$ cat config.mk
export PLATFORM = sky130hd
export DESIGN_NAME = setf_front
export DESIGN_NICKNAME = d
export VERILOG_FILES = /design/src/design/setf_pkg.sv /design/src/design/setf_front.sv
export SDC_FILE = /design/constraint.sdc
export NUM_CORES = 1
export LEC_CHECK = 0
export ABC_AREA = 1
export BUFFER_PORTS_ARGS = -buffer_cell sky130_fd_sc_hd__buf_2
export CAP_MARGIN = 40
export CORE_MARGIN = 2
export CORE_UTILIZATION = 51
export DETAILED_ROUTE_END_ITERATION = 10
export GPL_TIMING_DRIVEN = 1
export HOLD_SLACK_MARGIN = 0.05
export PLACE_DENSITY = 0.79
export SLEW_MARGIN = 15
export SYNTH_ARGS = -nofsm -noshare
export SYNTH_HDL_FRONTEND = slang
export SYNTH_SLANG_ARGS = --single-unit
$ cat constraint.sdc
create_clock -name clk -period 3.7 [get_ports clk]
set_clock_uncertainty 0.15 [all_clocks]
set_input_delay 0.185 -clock clk [delete_from_list [all_inputs] [get_ports clk]]
set_output_delay 0.185 -clock clk [all_outputs]
set_load 0.05 [all_outputs]
$ cat src/design/setf_pkg.sv
`timescale 1ns / 1ps
// ----------------------------------------------------------------------------
// setf_pkg
// shared types and constants for the scan-line edge table fill block
// ----------------------------------------------------------------------------
package setf_pkg;

    localparam int ROWS_DEFAULT = 512;
    localparam int SPAN_W       = 9;
    localparam int FRAC_W       = 16;
    localparam int X_W          = SPAN_W + FRAC_W;
    localparam int SLOPE_W      = X_W + 1;
    localparam int QUEUE_DEPTH  = 2;
    localparam int QPTR_W       = $clog2(QUEUE_DEPTH);
    localparam int QCNT_W       = $clog2(QUEUE_DEPTH + 1);

    localparam logic [SPAN_W-1:0] LEFT_RESET  = 9'd511;
    localparam logic [SPAN_W-1:0] RIGHT_RESET = 9'd0;

    localparam logic ACT_EDGE  = 1'b0;
    localparam logic ACT_QUERY = 1'b1;

    // classified command passed from the front to the back
    typedef struct packed {
        logic              is_query;
        logic              clear;
        logic [SPAN_W-1:0] lo_span;
        logic [SPAN_W-1:0] lo_row;
        logic [SPAN_W-1:0] hi_row;
        logic              neg;
        logic [SPAN_W-1:0] mag;
        logic [SPAN_W-1:0] drow;
        logic [SPAN_W-1:0] query_row;
    } setf_cmd_t;

    // one table row: least and greatest crossing
    typedef struct packed {
        logic [SPAN_W-1:0] left;
        logic [SPAN_W-1:0] right;
    } setf_entry_t;

endpackage

$ cat src/design/setf_front.sv
`timescale 1ns / 1ps
// ----------------------------------------------------------------------------
// setf_front
// accepts items, orders edge endpoints and queues commands for the back part
// ----------------------------------------------------------------------------
module setf_front
    import setf_pkg::*;
(
    input  logic              clk,
    input  logic              rst_n,
    input  logic              start,
    input  logic              hold,
    input  logic              action,
    input  logic              clear_first,
    input  logic [SPAN_W-1:0] edge_a_span,
    input  logic [SPAN_W-1:0] edge_a_row,
    input  logic [SPAN_W-1:0] edge_b_span,
    input  logic [SPAN_W-1:0] edge_b_row,
    input  logic [SPAN_W-1:0] query_row,
    output logic              busy,
    output logic              cmd_valid,
    output setf_cmd_t         cmd,
    input  logic              cmd_pop
);

    setf_cmd_t         queue_reg [QUEUE_DEPTH];
    logic [QPTR_W-1:0] wr_ptr_reg;
    logic [QPTR_W-1:0] wr_ptr_next;
    logic [QPTR_W-1:0] rd_ptr_reg;
    logic [QPTR_W-1:0] rd_ptr_next;
    logic [QCNT_W-1:0] count_reg;
    logic [QCNT_W-1:0] count_next;
    logic              full;
    logic              push;
    logic              swap;
    setf_cmd_t         new_cmd;

    assign full      = (count_reg == QCNT_W'(QUEUE_DEPTH));
    assign busy      = full || hold;
    assign push      = start && !busy;
    assign cmd_valid = (count_reg != '0);
    assign cmd       = queue_reg[rd_ptr_reg];

    // endpoint ordering and slope operands
    always_comb
    begin
        swap              = (edge_b_row < edge_a_row);
        new_cmd.is_query  = (action == ACT_QUERY);
        new_cmd.clear     = clear_first;
        new_cmd.lo_span   = swap ? edge_b_span : edge_a_span;
        new_cmd.lo_row    = swap ? edge_b_row  : edge_a_row;
        new_cmd.hi_row    = swap ? edge_a_row  : edge_b_row;
        new_cmd.neg       = swap ? (edge_a_span < edge_b_span) : (edge_b_span < edge_a_span);
        new_cmd.drow      = new_cmd.hi_row - new_cmd.lo_row;
        new_cmd.query_row = query_row;
        if (swap)
        begin
            new_cmd.mag = new_cmd.neg ? (edge_b_span - edge_a_span) : (edge_a_span - edge_b_span);
        end
        else
        begin
            new_cmd.mag = new_cmd.neg ? (edge_a_span - edge_b_span) : (edge_b_span - edge_a_span);
        end
    end

    always_comb
    begin
        wr_ptr_next = wr_ptr_reg;
        rd_ptr_next = rd_ptr_reg;
        count_next  = count_reg;
        if (push)
        begin
            wr_ptr_next = (wr_ptr_reg == QPTR_W'(QUEUE_DEPTH - 1)) ? '0 : wr_ptr_reg + 1'b1;
        end
        if (cmd_pop)
        begin
            rd_ptr_next = (rd_ptr_reg == QPTR_W'(QUEUE_DEPTH - 1)) ? '0 : rd_ptr_reg + 1'b1;
        end
        if (push && !cmd_pop)
        begin
            count_next = count_reg + 1'b1;
        end
        else if (!push && cmd_pop)
        begin
            count_next = count_reg - 1'b1;
        end
    end

    always_ff @(posedge clk or negedge rst_n)
    begin
        if (!rst_n)
        begin
            wr_ptr_reg <= '0;
            rd_ptr_reg <= '0;
            count_reg  <= '0;
        end
        else
        begin
            wr_ptr_reg <= wr_ptr_next;
            rd_ptr_reg <= rd_ptr_next;
            count_reg  <= count_next;
        end
    end

    always_ff @(posedge clk)
    begin
        if (push)
        begin
            queue_reg[wr_ptr_reg] <= new_cmd;
        end
    end

endmodule

==> impl_metrics.toml <==
[routing]
drt_first_iter_violations = 311
drt-vias-per-instance = 5.15
post_drt_wl_per_cell_um = 15.7
route.detailed.drc = 0
vias = 4407
drt_wl_total_mm = 13.4
ant_nets = 0
dr.pass1.iters = 5

[clocking]
cts.repair.resized = 0
clock_sinks = 118
ctsHtreeMaxLevel = 4
cts_tree = "done"
clock-root-buffer = "clkbuf_16"
clockBufferDepth = 2
cts_made_buffers = 17
clkTransAtPathRegs_ns = 0.06
clk_latency_ns = 0.41

[floorplan]
die_height_um = 114
die_x_um = 114
die-area_mm2 = 0.0130
core_area_mm2 = 0.0119
io-pin-count = 111
start_util_pct = 51.7
num_rows = 40

[synthesis]
ys_ff_latch = 118
ys_warn_count = 0
synthFlopType = "edfxtp_1"
synth_edf_count = 114
seq_area_frac_synth_pct = 57.3
async_flop_share_pct = 3.39
synthCells = 546
netlist_area_mm2 = 0.00615
syn-num-nets = 629
synth.avg_cell_area_um2 = 11.3
synth_cell_types = 34

[grt]
grt_pass1_vias = 4224
grt_usage_pct = 21.3
grt_max_degree = 43
antenna_found_initial = 0
grt_pass1_wl_mm = 20.9
grt_overflow_total = 0

[timing]
hold_viol_final = 0
rsz0062_at_grt = "no"
finalCriticalPeriod_ns = 3.18
max_freq_ghz = 0.314
setup_viol = 0
period_share_pct = 86.1
worst_slew_pin_slew_ns = 0.690
setup_tns_ns = 0
maxSlewViolCount = 0
relSlewSlack_pct = 54.0

[setup_path]
cp.arrival_ns = 3.19
path_common_cell = "nand2_1"
cpMaxStageDelayCell = "dlygate4sd3_1"
path_buf_inv = 3
required_ns = 3.71
worst-path-max-fanout = 41
cp-start-kind = "primary input"
crit_type = "primary input to flip-flop"
cpPeakStageDelay_ns = 0.53
path_cells = "dlygate4sd3_1 > buf_2 > ha_1 > nand2_1 > nor2_2 > nand2_1 > nand3_2 > buf_4 > o2111ai_4 > nand2_4 > nand2_2 > nand2_1 > nand2_1 > nand2_1 > nand2_1"
cp_top_family = "simple AND/OR/NAND/NOR gates"
critPathCaptureType = "flip-flop"

[power]
peakVddDrop_mv = 0.483
combPwrFrac_pct = 38.1
powerDensity_mw_per_mm2 = 720
finalPower_mw = 5.61
p_sw_share_pct = 39.1
pwr-share-clk_pct = 29.3
p_switching_mw = 2.19
p_int_mw = 3.41
p_seq_share_pct = 32.7
leakagePower_nw = 3.43

[run_status]
status = "finished, final reports clean"

[finish]
largest_register_ffs = 114
final_cells = 855
syn_to_final_growth_pct = 26.6
layout-drive-gt1-share_pct = 30.6
fin_nets = 779
num_antenna_cells = 0
fin_area_mm2 = 0.00779

[place]
dp_cells = 792
gp_routability_congestion = 0.886
port_buffers = 110
dp_hpwl_mm = 9.38
placed_cell_area_mm2 = 0.00688

[job]
drv_cap = 0

[worst_hold_path]
min_path_type = "primary input to flip-flop"
-- routing by layer --
layer	vias up	share of wire, %	track usage, %
met5	-	0	0
li1	2178	-	-
met2	136	48	34.7
met1	2072	45	27.6
met3	21	5.1	5.26
met4	0	1.8	8.13
-- worst reg2reg max path: cells and delay by family (launching register included) --
kind,cells,cell delay (ns)
and+or+nand+nor,3,0.86
buffers and inverters,2,0.41
DFF,1,0.35
-- cell type report --
type,count,area [µm²]
Fill cell,940,4120
Sequential cell,118,3520
Multi-Input combinational cell,332,2250
Timing Repair Buffer,148,941
Clock buffer,20,437
Inverter,79,297
Tap cell,147,184
Clock inverter,11,154
-- logic make-up (layout without fill, tap and decap cells) --
kind of cell,count (synthesis),count (layout),share of synthesized area [%]
DFF,118,118,57.3
xor gates and xnor gates,10,10,1.42
AOI/OAI and AO/OA,58,58,5.43
muxes,57,57,10.4
adders and majority gates,31,31,6.55
buffers and inverters,96,258,6.36
and+or+nand+nor,176,176,12.5
-- cell usage in the layout, fill, tap and decap left out, drive strengths merged --
| cell type | count |
|---|---|
| xnor2 | 2 |
| fa | 2 |
| nand2 | 125 |
| clkinvlp | 2 |
| nand3b | 2 |
| a21o | 1 |
| bufinv | 3 |
| ha | 29 |
| dfrtp | 4 |
| mux2 | 57 |
| o2111ai | 1 |
| clkbuf | 20 |
| a221oi | 1 |
| o21ai | 31 |
| nand4 | 10 |
| buf | 116 |
| o21bai | 2 |
| xor2 | 8 |
| nand3 | 24 |
| o211ai | 3 |
| dlygate4sd3 | 32 |
| clkinv | 6 |
| edfxtp | 114 |
| nor3 | 1 |
| inv | 79 |
| nor2 | 14 |
| a21oi | 19 |
-- final timing paths --
path | start | end | slack (ns) | depth (start not counted)
hold / removal | edge_a_row[2] | queue_reg[1][30] | 0.07 | 3
setup reg to reg | count_reg[0] | queue_reg[0][28] | 1.60 | 5
max in group asynchronous | rst_n | rd_ptr_reg | 2.66 | 3
hold reg to reg | count_reg[0] | count_reg[0] | 0.32 | 1
min in group asynchronous | rst_n | count_reg[0] | 0.53 | 3
setup / recovery | edge_b_row[7] | queue_reg[1][26] | 0.52 | 15
-- cell usage after synthesis (4+ instances only) --
| library cell | number | area (µm²) |
|---|---|---|
| edfxtp_1 | 114 | 3420 |
| clkbuf_1 | 4 | 15.0 |
| a21oi_1 | 18 | 90.1 |
| nand2_2 | 4 | 25.0 |
| nand4_1 | 10 | 62.6 |
| buf_2 | 4 | 20.0 |
| nand2_1 | 120 | 450 |
| o21ai_1 | 6 | 30.0 |
| nand3_1 | 21 | 105 |
| inv_1 | 78 | 293 |
| xor2_1 | 8 | 70.1 |
| o21ai_0 | 25 | 125 |
| buf_1 | 5 | 18.8 |
| dfrtp_1 | 4 | 100 |
| mux2_2 | 57 | 642 |
| ha_1 | 29 | 363 |
| nor2_1 | 13 | 48.8 |
-- power by group through the flow --
| stage | Sequential (mW) | Clock, mW | Combinational (mW) |
|---|---|---|---|
| CTS | 1.83 | 1.67 | 2.15 |
| detailed placement | 1.86 | 0 | 2.11 |
| floorplan | 1.79 | 0 | 1.69 |
| finish | 1.83 | 1.64 | 2.13 |
| global placement | 1.85 | 0 | 2.09 |
| global route | 1.85 | 1.72 | 2.26 |
-- stage by stage --
stage	worst slack, ns	hold WS [ns]	util, %
after floorplan	0.0607	-0.261	-
after global placement	0.718	-0.158	57.8
after detailed placement	0.677	-0.156	57.8
after CTS	0.578	0.0550	65.4
after global routing	0.258	0.0911	65.4
final	0.515	0.0694	65.4
-- repair_timing --
| item | in CTS | in global routing |
|---|---|---|
| hold endpoints to repair | 64 | 0 |
| setup buffers | 0 | 0 |
| hold buffers | 32 | 0 |
Power figures use the tool's default switching activity.
